### src/design/rmq_sqrt.sv
// Integer square root, one result bit per register stage.
module rmq_sqrt #(
  parameter int RB = 23
) (
  input  logic            clk,
  input  logic            rst_n,
  input  logic            in_vld,
  input  logic [2*RB-1:0] in_val,
  output logic            out_vld,
  output logic [RB-1:0]   out_root
);

  localparam int VW = 2 * RB;

  logic          vld_r [RB];
  logic [VW-1:0] rem_r [RB];
  logic [VW-1:0] res_r [RB];

  for (genvar k = 0; k < RB; k++) begin : g_stage
    localparam logic [VW:0] BITV = (VW+1)'(1) << (2 * (RB - 1 - k));
    logic          vin;
    logic [VW-1:0] rin;
    logic [VW-1:0] sin;
    logic [VW:0]   trial;
    logic          ge;
    logic [VW-1:0] rem_nxt;
    logic [VW-1:0] res_nxt;

    if (k == 0) begin : g_first
      assign vin = in_vld;
      assign rin = in_val;
      assign sin = '0;
    end else begin : g_next
      assign vin = vld_r[k-1];
      assign rin = rem_r[k-1];
      assign sin = res_r[k-1];
    end

    // try res + bit against the remainder
    always_comb begin
      trial   = {1'b0, sin} + BITV;
      ge      = {1'b0, rin} >= trial;
      rem_nxt = ge ? VW'({1'b0, rin} - trial) : rin;
      res_nxt = ge ? VW'({1'b0, (sin >> 1)} + BITV) : (sin >> 1);
    end

    always_ff @(posedge clk) begin
      if (!rst_n) begin
        vld_r[k] <= 1'b0;
      end else begin
        vld_r[k] <= vin;
      end
      rem_r[k] <= rem_nxt;
      res_r[k] <= res_nxt;
    end
  end

  assign out_vld  = vld_r[RB-1];
  assign out_root = res_r[RB-1][RB-1:0];

endmodule

### config.mk
export PLATFORM = sky130hd
export DESIGN_NAME = rmq_sqrt
export DESIGN_NICKNAME = d
export VERILOG_FILES = /design/src/design/rmq_sqrt.sv
export SDC_FILE = /design/constraint.sdc
export NUM_CORES = 2
export LEC_CHECK = 0
export ABC_AREA = 1
export ABC_CLOCK_PERIOD_IN_PS = 2100
export BUFFER_PORTS_ARGS = -buffer_cell sky130_fd_sc_hd__buf_4
export CORE_UTILIZATION = 50
export CTS_CLUSTER_DIAMETER = 50
export DETAILED_ROUTE_END_ITERATION = 12
export GPL_ROUTABILITY_DRIVEN = 0
export PLACE_DENSITY = 0.68
export SLEW_MARGIN = 20
export SYNTH_ARGS = -nofsm -noshare
export SYNTH_HDL_FRONTEND = slang
export SYNTH_SLANG_ARGS = --single-unit
### constraint.sdc
create_clock -name clk -period 2.1 [get_ports clk]
set_input_delay 0.315 -clock clk [delete_from_list [all_inputs] [get_ports clk]]
set_output_delay 0.315 -clock clk [all_outputs]
set_load 0.01 [all_outputs]
Yosys cells after proc, flatten, opt, wreduce, memory -nomap -nowiden
Memories as Yosys holds them, arrays and structs flattened.
Index checks and enable logic that the tools add are counted.
{"block": "classes", "n_addsub": 67, "mul": 0, "div_mod_pow": 0, "magnitude_cmp": 23, "eq_ne": 0, "n_shift": 0, "n_mux": 71, "bitwise": 23, "n_reduce_logical": 0}
{"cell": "two-way mux 46 bit", "n": 45}
{"cell": "greater-or-equal comparator 46 x 47 -> 1 bit", "n": 22}
{"cell": "subtractor 46 bit", "n": 22}
{"cell": "adder 46 x 1 -> 47 bit, second input constant", "n": 1}
{"cell": "adder 46 x 11 -> 47 bit, second input constant", "n": 1}
{"cell": "adder 46 x 13 -> 47 bit, second input constant", "n": 1}
{"cell": "adder 46 x 15 -> 47 bit, second input constant", "n": 1}
{"cell": "adder 46 x 17 -> 47 bit, second input constant", "n": 1}
{"cell": "adder 46 x 19 -> 47 bit, second input constant", "n": 1}
{"cell": "adder 46 x 21 -> 47 bit, second input constant", "n": 1}
{"cell": "adder 46 x 23 -> 47 bit, second input constant", "n": 1}
{"cell": "adder 46 x 25 -> 47 bit, second input constant", "n": 1}
{"cell": "adder 46 x 27 -> 47 bit, second input constant", "n": 1}
{"cell": "adder 46 x 29 -> 47 bit, second input constant", "n": 1}
{"cell": "adder 46 x 3 -> 47 bit, second input constant", "n": 1}
{"cell": "adder 46 x 31 -> 47 bit, second input constant", "n": 1}
{"cell": "adder 46 x 33 -> 47 bit, second input constant", "n": 1}
{"cell": "adder 46 x 35 -> 47 bit, second input constant", "n": 1}
{"cell": "adder 46 x 37 -> 47 bit, second input constant", "n": 1}
{"cell": "adder 46 x 39 -> 47 bit, second input constant", "n": 1}
{"cell": "adder 46 x 41 -> 47 bit, second input constant", "n": 1}
{"cell": "adder 46 x 43 -> 47 bit, second input constant", "n": 1}
{"cell": "adder 46 x 5 -> 47 bit, second input constant", "n": 1}
{"cell": "adder 46 x 7 -> 47 bit, second input constant", "n": 1}
{"cell": "28 further kinds", "n": 74}
{"block": "totals", "register_bits": 0, "latchBits": 0, "ram_bits": 2139, "rom_bits": 0, "in_bits": 49, "out_inout_bits": 24, "memories": 3}
{"name": "rem_r", "depth": 23, "word_bits": 46, "read_ports": 22, "rd_clocked_by_memory_dff": 0, "wr": 23, "line": "16", "text": "logic [VW-1:0] rem_r [RB];"}
{"name": "res_r", "depth": 23, "word_bits": 46, "read_ports": 23, "rd_clocked_by_memory_dff": 0, "wr": 23, "line": "17", "text": "logic [VW-1:0] res_r [RB];"}
{"name": "vld_r", "depth": 23, "word_bits": 1, "read_ports": 23, "rd_clocked_by_memory_dff": 0, "wr": 23, "line": "15", "text": "logic vld_r [RB];"}

Logic depth before layout (Yosys ltp)
An unclocked memory read counts as a cell.
{"block": "logic_depth", "word_depth": 4, "depth_mapped": 17, "ltp_nobuf": 16}

Worst setup path before layout
Ideal clock, no wire load.
{"block": "synth_path", "kind": "register to register", "startpoint": "memory res_r[1][248] (netlist bit)", "endpoint": "memory rem_r[1][296] (netlist bit)", "arrival_time_ns": 1.854, "t_required_ns": 1.988, "slack_ns": 0.134, "path_stages_with_launch": 15, "synth_period_minus_slack_ns": 1.966, "path_cell_list": "dfxtp_1 > inv_1 > ha_1 > a21oi_1 > nand2_1 > nand2_1 > nand3_1 > nand2_1 > nand2_1 > nand2_1 > nand3_1 > buf_4 > buf_6 > nand2_1 > nand2_1"}
{"element": "from (decl)", "line": "17"}
{"element": "to (decl)", "line": "16"}

==> qor.yml <==
gr-usage-all-layers_pct: 31.0
drive_gt1_share_pct: 27.6
hp-start: "in_val[32]"
async_flop_share_pct: 0
drtPass1Iterations: 10
drt_wl_total_um: 203000
drv_slew: 0
num_vias: 59300
fill_cells: 8805
synth_area_leaders: "dfxtp_1 (44%), nand2_1 (16%), inv_1 (8.0%), ha_1 (6.2%), nor2_1 (5.6%)"
holdCritPathClass: "in -> reg"
yosysSeqAreaShare_pct: 44.2
startpoint_type: "register"
leakagePower_nw: 40.0
synth_top_area_share_pct: 44.2
worstPathRequired_ns: 2.81
min_period_ns: 2.18
synth_edf_count: 0
yosys.area.top_type: "dfxtp_1"
ant_nets: 0
multi_input_area_um2: 33500
period_share_pct: 104
cts_buffers: 146
endpoint: "rem_r[2][68]$_DFF_P_"
clkSinkCount: 1311
violations: "DRC, setup timing"
fin_skew_ns: 0.0412
regArea_um2: 26600
core_area_um2: 118000
synthesis.instances: 8248
fmax_mhz: 459
drv_cap: 0
port-buffer-count: 72
die_w_um: 347
cp_max_fo: 4
dieArea_um2: 120000
drcViolationCount: 2
root_buffer: "clkbuf_16"
r2r-start: "rem_r[2][11]$_DFF_P_"
critPathKind: "reg -> reg"
yosys_warnings: 0
insertion_delay_ns: 0.78
hold_viol: 0
synth_ff_type: "dfxtp_1"
routedWlPerCell_um: 18.2
power_density_nw_per_um2: 1400
cts_buffer_depth: 3
syn_avg_cell_area_um2: 7.21
dp_hpwl_um: 149000
htree_levels: 4
grt_pass1_vias: 55400
syn_nets: 8592
post_drt_via_cell_ratio: 5.31
start_util_pct: 50.4
tightest_slew_ns: 0.676
rsz0062_at_grt: "true"
fp.dieH_um: 347
vdd.ir_drop.worst_v: 0.00102
io_pins: 73
fp-row-count: 126
grt_max_degree: 25
setup_viol: 71
synth.distinct_cells: 57
gr-total-overflow: 0
r2r_cells: 12
slew_headroom_pct: 54.5
p_total_w: 0.114
r2r_slack_ns: -0.08
antenna_found_initial: 6
cts_tree: "yes"
status: "complete, but fails checks"
fin_ws_ns: -0.0798
end_kind: "register"
path_clk_slew_ns: 0.06
r2r-end: "rem_r[2][68]$_DFF_P_"
syn_to_final_growth_pct: 37.7
grt_pass1_wl_um: 295000
fin_tns_setup_ns: -1.72
yosys_register_bits: 1311
crit_start: "rem_r[2][11]$_DFF_P_"
synth_area_um2: 59400
nNetsFinal: 9847
worstPathArrival_ns: 2.89
drt_iter0_drc: 5984
## cells in the mapped netlist, types with 2 or more instances
library cell / instances
o211ai_1: 15
a21boi_0: 15
a31oi_1: 4
nor3b_1: 4
a21o_1: 17
nor2_1: 890
nor3_1: 112
buf_4: 10
nand3b_1: 44
nor4_1: 81
inv_2: 15
xor2_1: 141
xnor2_1: 124
and3_1: 5
o21ai_0: 196
a211oi_1: 6
nand2_1: 2525
o21ai_2: 10
a21oi_2: 38
or2_2: 20
o21a_1: 9
nor2_4: 4
o21ai_1: 48
dfxtp_1: 1311
o21bai_1: 15
nor3_2: 2
buf_2: 37
inv_4: 2
nor2_2: 15
a21oi_1: 302
nand2_2: 13
ha_1: 295
nand3_1: 458
nand4_1: 150
buf_6: 14
inv_1: 1264
clkbuf_1: 5
and2_1: 13
## registers in the layout, indices dropped and copies added (netlist names)
signal,count
rem_r,1012
res_r,276
vld_r,23
## cell usage in the layout (no fill, tap or decap), types with 20 or more instances in the layout
master and n:
dlygate4sd3_1 50, nand2_4 90, a21oi_4 20, clkinv_2 21, inv_2 74, nor2_4 59, nor2_2 104, or2_2 20
dfxtp_4 28, o21ai_0 113, nand3_2 20, nand2_1 2193, inv_1 1196, clkbuf_16 162, xnor2_1 119, nor2_1 750
dfxtp_1 1120, a21oi_1 177, nand4_1 150, a21oi_2 143, buf_12 32, buf_6 37, nand3_1 432, ha_4 175
o21ai_2 41, o21ai_1 89, buf_4 1023, ha_1 116, nand2_2 256, nor3_1 95, dfxtp_2 163, nand3b_1 44
nor4_1 75, xor2_1 138
## through the flow
step | hold slack, ns | instance area, um^2 | instances | util [%] | worst slack (ns)
2_1_floorplan | 0.323 | 59400 | 8248 | - | 0.134
3_3_place_gp | 0.330 | 68500 | 10700 | 58.1 | -0.682
3_5_place_dp | 0.331 | 68500 | 10700 | 58.1 | -0.655
4_1_cts | 0.117 | 77000 | 11100 | 65.3 | 0.000178
5_1_grt | 0.145 | 81900 | 11200 | 69.4 | -0.184
6_report | 0.169 | 81900 | 11200 | 69.4 | -0.0798
## worst min-delay path by stage
| stage | to | cells after the start |
|---|---|---|
| 6_report | rem_r[0][32]$_DFF_P_ | 2 |
| 5_1_grt | rem_r[0][41]$_DFF_P_ | 2 |
| 4_1_cts | rem_r[0][32]$_DFF_P_ | 2 |
| 3_5_place_dp | rem_r[1][95]$_DFF_P_ | 0 |
| 3_3_place_gp | rem_r[0][351]$_DFF_P_ | 0 |
| 2_1_floorplan | rem_r[0][329]$_DFF_P_ | 0 |
## where the power goes
| part | internal [W] | switching, W | total (W) |
|---|---|---|---|
| Combinational | 0.0217 | 0.0283 | 0.0500 |
| Sequential | 0.0311 | 0.00659 | 0.0377 |
| Clock | 0.0154 | 0.0112 | 0.0266 |
## kinds of logic after synthesis
| kind of cell | Yosys count | share of synthesized area, % |
|---|---|---|
| DFF | 1311 | 44.2 |
| AOI/OAI and AO/OA | 679 | 6.43 |
| buffers and inverters | 1349 | 8.87 |
| xor gates and xnor gates | 265 | 3.90 |
| adders and majority gates | 295 | 6.21 |
| and+or+nand+nor | 4349 | 30.4 |
## worst max-delay path, cell delays in order (launching register included)
cell and delay, ns:
dfxtp_1 0.44, inv_1 0.13, ha_1 0.22, inv_1 0.10
nand3_1 0.10, nand3_2 0.15, nand2_1 0.09, nand2_2 0.11
nand2_1 0.06, nand2_1 0.14, xor2_1 0.37, nand2_1 0.10
nand2_1 0.11
## layout make-up
class	count	area share, %
diodes	1	0.00306
inverters	1281	5.97
clock buffers	180	4.90
clock inverters	87	1.46
flip-flops and latches	1311	32.4
repair inverters	3	0.0474
well taps	1536	2.35
multi-input cells	5593	40.9
repair buffers	1167	12.0
## metal layers
metal / part of all wire (%) / track usage, %
met3: 8.8 / 4.70
met5: 0.010 / 0
met2: 45 / 49.8
met1: 41 / 41.1
met4: 5.4 / 14.0
## what timing repair did
item,4_1_cts,5_1_grt
gates resized for setup,490,1074
setup buffers,42,80
gates cloned,12,21
hold buffers,50,0
setup endpoints to repair,376,484
pin swaps,69,271
endpoints found under the hold margin,70,0
Power figures use the tool's default switching activity.
