$ cat src/design/rmq_pkg.sv
package rmq_pkg;

  localparam int ELEM_W = 16;
  localparam int NUM_W  = 17;
  localparam int QBITS  = 17;

  localparam logic [1:0] BR_TRACE = 2'd0;
  localparam logic [1:0] BR_X     = 2'd1;
  localparam logic [1:0] BR_Y     = 2'd2;
  localparam logic [1:0] BR_Z     = 2'd3;

  localparam logic signed [ELEM_W-1:0] Q_MAX = 16'sh7fff;
  localparam logic signed [ELEM_W-1:0] Q_MIN = 16'sh8000;

  typedef struct packed {
    logic signed [ELEM_W-1:0] elem_0;
    logic signed [ELEM_W-1:0] elem_1;
    logic signed [ELEM_W-1:0] elem_2;
    logic signed [ELEM_W-1:0] elem_4;
    logic signed [ELEM_W-1:0] elem_5;
    logic signed [ELEM_W-1:0] elem_6;
    logic signed [ELEM_W-1:0] elem_8;
    logic signed [ELEM_W-1:0] elem_9;
    logic signed [ELEM_W-1:0] elem_10;
  } in_t;

  typedef struct packed {
    logic signed [ELEM_W-1:0] quat_x;
    logic signed [ELEM_W-1:0] quat_y;
    logic signed [ELEM_W-1:0] quat_z;
    logic signed [ELEM_W-1:0] quat_w;
    logic [1:0]               branch_taken;
    logic                     degenerate;
  } out_t;

endpackage

$ cat src/design/rmq_div.sv
// Restoring divider, one quotient bit per register stage, overflow flagged.
module rmq_div #(
  parameter int NW = 32,
  parameter int DW = 24
) (
  input  logic                     clk,
  input  logic                     rst_n,
  input  logic                     in_vld,
  input  logic [NW-1:0]            in_num,
  input  logic [DW-1:0]            in_den,
  output logic                     out_vld,
  output logic [rmq_pkg::QBITS-1:0] out_quo,
  output logic                     out_ovf
);

  localparam int QB = rmq_pkg::QBITS;
  localparam int EW = NW + DW + QB + 1;

  logic          vld_r [QB];
  logic [NW-1:0] rem_r [QB];
  logic [DW-1:0] den_r [QB];
  logic [QB-1:0] quo_r [QB];
  logic          ovf_r [QB];

  for (genvar k = 0; k < QB; k++) begin : g_stage
    localparam int BITP = QB - 1 - k;
    logic          vin;
    logic [NW-1:0] rin;
    logic [DW-1:0] din;
    logic [QB-1:0] qin;
    logic          oin;
    logic [EW-1:0] dsh;
    logic          ge;
    logic [NW-1:0] rem_nxt;
    logic [QB-1:0] quo_nxt;

    if (k == 0) begin : g_first
      assign vin = in_vld;
      assign rin = in_num;
      assign din = in_den;
      assign qin = '0;
      // quotient would not fit in QB bits
      assign oin = EW'(in_num) >= (EW'(in_den) << QB);
    end else begin : g_next
      assign vin = vld_r[k-1];
      assign rin = rem_r[k-1];
      assign din = den_r[k-1];
      assign qin = quo_r[k-1];
      assign oin = ovf_r[k-1];
    end

    always_comb begin
      dsh     = EW'(din) << BITP;
      ge      = EW'(rin) >= dsh;
      rem_nxt = ge ? NW'(EW'(rin) - dsh) : rin;
      quo_nxt = qin | (QB'(ge) << BITP);
    end

    always_ff @(posedge clk) begin
      if (!rst_n) begin
        vld_r[k] <= 1'b0;
      end else begin
        vld_r[k] <= vin;
      end
      rem_r[k] <= rem_nxt;
      den_r[k] <= din;
      quo_r[k] <= quo_nxt;
      ovf_r[k] <= oin;
    end
  end

  assign out_vld = vld_r[QB-1];
  assign out_quo = quo_r[QB-1];
  assign out_ovf = ovf_r[QB-1];

endmodule
$ cat config.mk
export PLATFORM = sky130hd
export DESIGN_NAME = rmq_div
export DESIGN_NICKNAME = d
export VERILOG_FILES = /design/src/design/rmq_pkg.sv /design/src/design/rmq_div.sv
export SDC_FILE = /design/constraint.sdc
export NUM_CORES = 2
export LEC_CHECK = 0
export BUFFER_PORTS_ARGS = -buffer_cell sky130_fd_sc_hd__buf_2
export CORE_MARGIN = 5
export CORE_UTILIZATION = 50
export CTS_BUF_LIST = sky130_fd_sc_hd__clkbuf_16
export DETAILED_ROUTE_END_ITERATION = 8
export GPL_ROUTABILITY_DRIVEN = 0
export PLACE_DENSITY = 0.64
export SLEW_MARGIN = 20
export SYNTH_ARGS = -nofsm -noshare
export SYNTH_HDL_FRONTEND = slang
export SYNTH_SLANG_ARGS = --single-unit
$ cat constraint.sdc
create_clock -name clk -period 6.19 [get_ports clk]
set_clock_uncertainty 0.05 [all_clocks]
set_input_delay 0.619 -clock clk [delete_from_list [all_inputs] [get_ports clk]]
set_output_delay 0.619 -clock clk [all_outputs]
set_load 0.1 [all_outputs]
[Yosys cells after proc, flatten, opt, wreduce, memory -nomap -nowiden]
Memory sizes are Yosys's and may differ from the RTL's.
Index checks and enable logic that the tools add are counted.
Storage, ports and cells
  flip-flop bits (word level): 0
  bits in writable memories: 1275
  input bits: 59
  word-level logic and storage cells: 109
  memories: 5
Operators by class
  add/sub/neg operators: 17
  order comparisons: 18
  mux-type cells: 36
  bitwise logic cells: 33
Memories
  rem_r: words 17, width 32, read ports 16, clocked after memory_dff 0, wr ports 17, RTL line rmq_div.sv:20  | logic [NW-1:0] rem_r [QB];
  den_r: words 17, width 24, read ports 16, clocked after memory_dff 0, wr ports 17, RTL line rmq_div.sv:21  | logic [DW-1:0] den_r [QB];
  quo_r: words 17, width 17, read ports 17, clocked after memory_dff 0, wr ports 17, RTL line rmq_div.sv:22  | logic [QB-1:0] quo_r [QB];
  ovf_r: words 17, width 1, read ports 17, clocked after memory_dff 0, wr ports 17, RTL line rmq_div.sv:23  | logic ovf_r [QB];
  vld_r: words 17, width 1, read ports 17, clocked after memory_dff 0, wr ports 17, RTL line rmq_div.sv:19  | logic vld_r [QB];
Operator list (count)
  $mux W32: 17
  $sub A32 B32 Y32: 9
  $ge A32 B41 Y1: 1
  $ge A32 B40 Y1: 1
  $ge A32 B39 Y1: 1
  $ge A32 B38 Y1: 1
  $ge A32 B37 Y1: 1
  $ge A32 B36 Y1: 1
  $ge A32 B35 Y1: 1
  $ge A32 B34 Y1: 1
  $ge A32 B33 Y1: 1
  $ge A32 B24 Y1: 1
  $ge A32 B25 Y1: 1
  $ge A32 B26 Y1: 1
  $ge A32 B27 Y1: 1
  $ge A32 B28 Y1: 1
  $ge A32 B29 Y1: 1
  $ge A32 B30 Y1: 1
  $ge A32 B31 Y1: 1
  $ge A32 B32 Y1: 1
  $sub A32 B24 Y32: 1
  $sub A32 B25 Y32: 1
  $sub A32 B26 Y32: 1
  $sub A32 B27 Y32: 1
  other kinds (22): 56

[Logic depth before layout (Yosys ltp)]
An unclocked memory read counts as a cell.
  word-level depth: 3
  mapped depth: 15
  mapped depth without buffers: 14

[Worst setup path before layout]
Ideal clock, no wire load.
  path kind: reg2reg
  from: mem rem_r[9][6], in the netlist rem_r[0][294]
  to: mem rem_r[10][7], in the netlist rem_r[0][327]
  library setup time: 0.121 ns
  data arrival time: 3.106 ns
  data required time: 6.019 ns
  slack: 2.912 ns
  stages on the path, launching flop included: 14
  path buffers: 1
  period minus slack after synthesis: 3.278 ns
  cells stage by stage: dfxtp_1 -> inv_1 -> ha_1 -> inv_1 -> fa_1 -> a21o_1 -> a221o_1 -> a2111oi_4 -> o31ai_1 -> a21oi_1 -> o21bai_1 -> a311o_1 -> buf_6 -> mux2_4
RTL lines (RTL line)
  from (decl): rmq_div.sv:20

==> results.md <==
* First-pass GRT wire length at 163300 microns
* Placed cell area at 47500 sq um
* Setup WS post-layout at 2.235 ns
* Placement Setup Slack at 2.197 ns
* Setup-failing EPs final at 0
* Clock Latency Late Sink at about 0.72 ns
* Final antenna-violating net count at 0
* Fmax at 252.9 MHz
* Die area at 97880 sq um
* Worst min-delay path class: in -> reg
* HPWL after detailed placement at between 70000 and 80000 microns
* Distinct cells, synth at 84
* Yosys top cell area share at 0.4727
* Fin. Hold Viols at 0
* Via count of the first global-routing pass at roughly 33000
* Vias per cell at 5.335
* Synth-to-layout area growth at 12.48%
* Async SR Flop Fraction at 0
* I/O pin total at 78
* Nets at 5307
* Max Cap Viol at 0
* Final slew viol count at 0
* GRT Util Overall at 0.2015
* Post_cts resized at 0
* IO buf count at 77
* Critical Path AT at 4.51 ns
* Synth cell count leaders: 1083 x dfxtp_1, 477 x inv_1, 387 x ha_1
* Starting Density at 0.5018
* Leakage power at 0.02357 uW
* CTS Buf Count at about 110
* Syn Nets at between 5000 and 6000
* Syn Std Cell Area at 45860 sq um
* Wire length per cell at 16.36 microns
* DR iter-0 viols at slightly below 2000
* Seq/Total Area, Yosys at 0.4727
* Status: finished, final reports clean
* Clock Tree Buf Depth at 3
* Die X-Extent at 312.9 microns
* Ys flop type: dfxtp_1
* Worst setup path class: reg -> reg
* # diodes at 0
* Post-synth EDFFs at 0
* Worst Path Max Fanout at 41
* Startpoint types: register
* Worst-path clk slew at 0.06 ns
* Total grt overflow at 0
* H-tree levels at 3
* Top cells by area, synth: dfxtp_1 47%, ha_1 11%, a21oi_1 4.0%
* WP data required at between 6 and 7 ns
* Synth warn at 0
* Crit path capture type: register
* RSZ-0062 raised after global routing: false
* TritonCTS clock tree: done
* Post-route cell area at 51580 sq um
* Total power at about 24000 uW
* Core box area at 91390 sq um
* Max-slew headroom at 0.3026
* Die H at 312.9 microns
* Cell Pwr Density at around 470 nW/um^2
* Yosys reg bits at 1083
* Root buffer cell: clkbuf_16
* Finished Core Util at 0.5645
* Initial antenna violation count at 2
* # rows at approximately 110
* Largest net degree at the start of global routing at 49
* DRT Pass-1 Iters at 7
* Period utilisation layout at 0.6389
* Layout cells sized above 1 at 0.09293
* Synth Instances at roughly 4700
* TNS Setup at 0 ns
* Max VDD drop at around 0.28 mV
* Clk sink count at 1083
* Synth area leader: dfxtp_1
* Total Wirelength at 100200 microns
* Actual slew at the worst max-slew pin at 1.037 ns
* DRC Markers at 0
* Via count at 32680
* Syn Area/Cell at roughly 9.8 sq um
* Top-count cell post-synth: dfxtp_1
* Crit path time final at 3.955 ns
per-layer routing:
layer / vias up / global-route usage / share of wire
li1: 16610 / - / -
met5: - / 0 / 0
met2: 692 / 0.3643 / 0.49
met4: 0 / 0.08562 / 0.043
met3: 251 / 0.02936 / 0.038
met1: 15120 / 0.2390 / 0.43
worst max-delay path, stage by stage, from the launching register on:
cell	delay, ns
dfxtp_1	0.31
inv_1	0.05
ha_1	0.16
inv_1	0.05
fa_1	0.39
a21o_1	0.23
a221o_1	0.44
a2111oi_4	0.43
o31ai_1	0.21
a21oi_1	0.21
o21bai_1	0.08
a311o_2	0.71
nor2b_1	0.26
mux2_2	0.26
what timing repair did:
| action | CTS | global route |
|---|---|---|
| endpoints found under the hold margin | 40 | 0 |
| hold buffers | 40 | 0 |
| setup buffers | 0 | 0 |
final timing paths:
| check | startpoint | to | slack [ns] | depth (start not counted) |
|---|---|---|---|---|
| setup / recovery | rem_r[0][294]$_DFF_P_ | rem_r[0][351]$_DFF_P_ | 2.24 | 13 |
| hold / removal | in_num[16] | rem_r[0][16]$_DFF_P_ | 0.11 | 3 |
| setup reg to reg | rem_r[0][294]$_DFF_P_ | rem_r[0][351]$_DFF_P_ | 2.24 | 13 |
| hold reg to reg | den_r[0][179]$_DFF_P_ | den_r[0][203]$_DFF_P_ | 0.25 | 0 |
power by group:
group          internal [uW]  total [uW]  switching (uW)
clock network           3780        6550            2770
logic                   3970        8850            4880
registers               8270        9000             725
total                  16000       24400            8370
placed cells by master, fill, tap and decap left out, types with 23 or more instances in the layout:
| master | count |
|---|---|
| inv_1 | 503 |
| and3_1 | 30 |
| xor2_1 | 114 |
| nand2b_1 | 52 |
| mux2_2 | 149 |
| nand3_1 | 58 |
| nor2b_1 | 59 |
| a31oi_1 | 31 |
| clkbuf_16 | 111 |
| nand4_1 | 57 |
| nor2_1 | 295 |
| a21oi_1 | 360 |
| o21a_1 | 49 |
| or3_1 | 23 |
| dlygate4sd3_1 | 40 |
| o21bai_1 | 41 |
| and2_1 | 30 |
| nor3_1 | 55 |
| dfxtp_1 | 1083 |
| o21ai_0 | 252 |
| xnor2_1 | 189 |
| ha_1 | 387 |
| a21o_1 | 153 |
| buf_2 | 77 |
| nor4_1 | 45 |
| a211oi_1 | 37 |
| nand2_1 | 254 |
final cells by class:
type,count,area [sq um]
fillers,8028,39800
flip-flops and latches,1083,21680
clock buffers,111,2778
clock inverters,96,892.1
multi-input cells,3040,22060
repair buffers,130,887.1
inverters,479,1798
well taps,1186,1484
registers in the layout, summed over array words and instances (netlist names):
name,flops
vld_r,17
den_r,384
ovf_r,17
quo_r,153
rem_r,512
metrics by stage:
step / cells / hold WS, ns
2_1_floorplan: 4691 / 0.2596
3_3_place_gp: 5877 / 0.2597
3_5_place_dp: 5877 / 0.2621
4_1_cts: 6124 / 0.05619
5_1_grt: 6125 / 0.07069
6_report: 6125 / 0.1109
kinds of logic (layout without fill, tap and decap cells):
| kind of cell | Yosys count | in the layout | synth area share |
|---|---|---|---|
| muxes | 177 | 177 | 0.04390 |
| and+or+nand+nor | 1038 | 1038 | 0.1114 |
| DFF | 1083 | 1083 | 0.4727 |
| AOI/OAI and AO/OA | 1119 | 1119 | 0.1541 |
| buffers and inverters | 568 | 816 | 0.04742 |
| adders and majority gates | 403 | 403 | 0.1126 |
| xor gates and xnor gates | 303 | 303 | 0.05787 |
No activity file was read; power rests on OpenSTA's default activity.
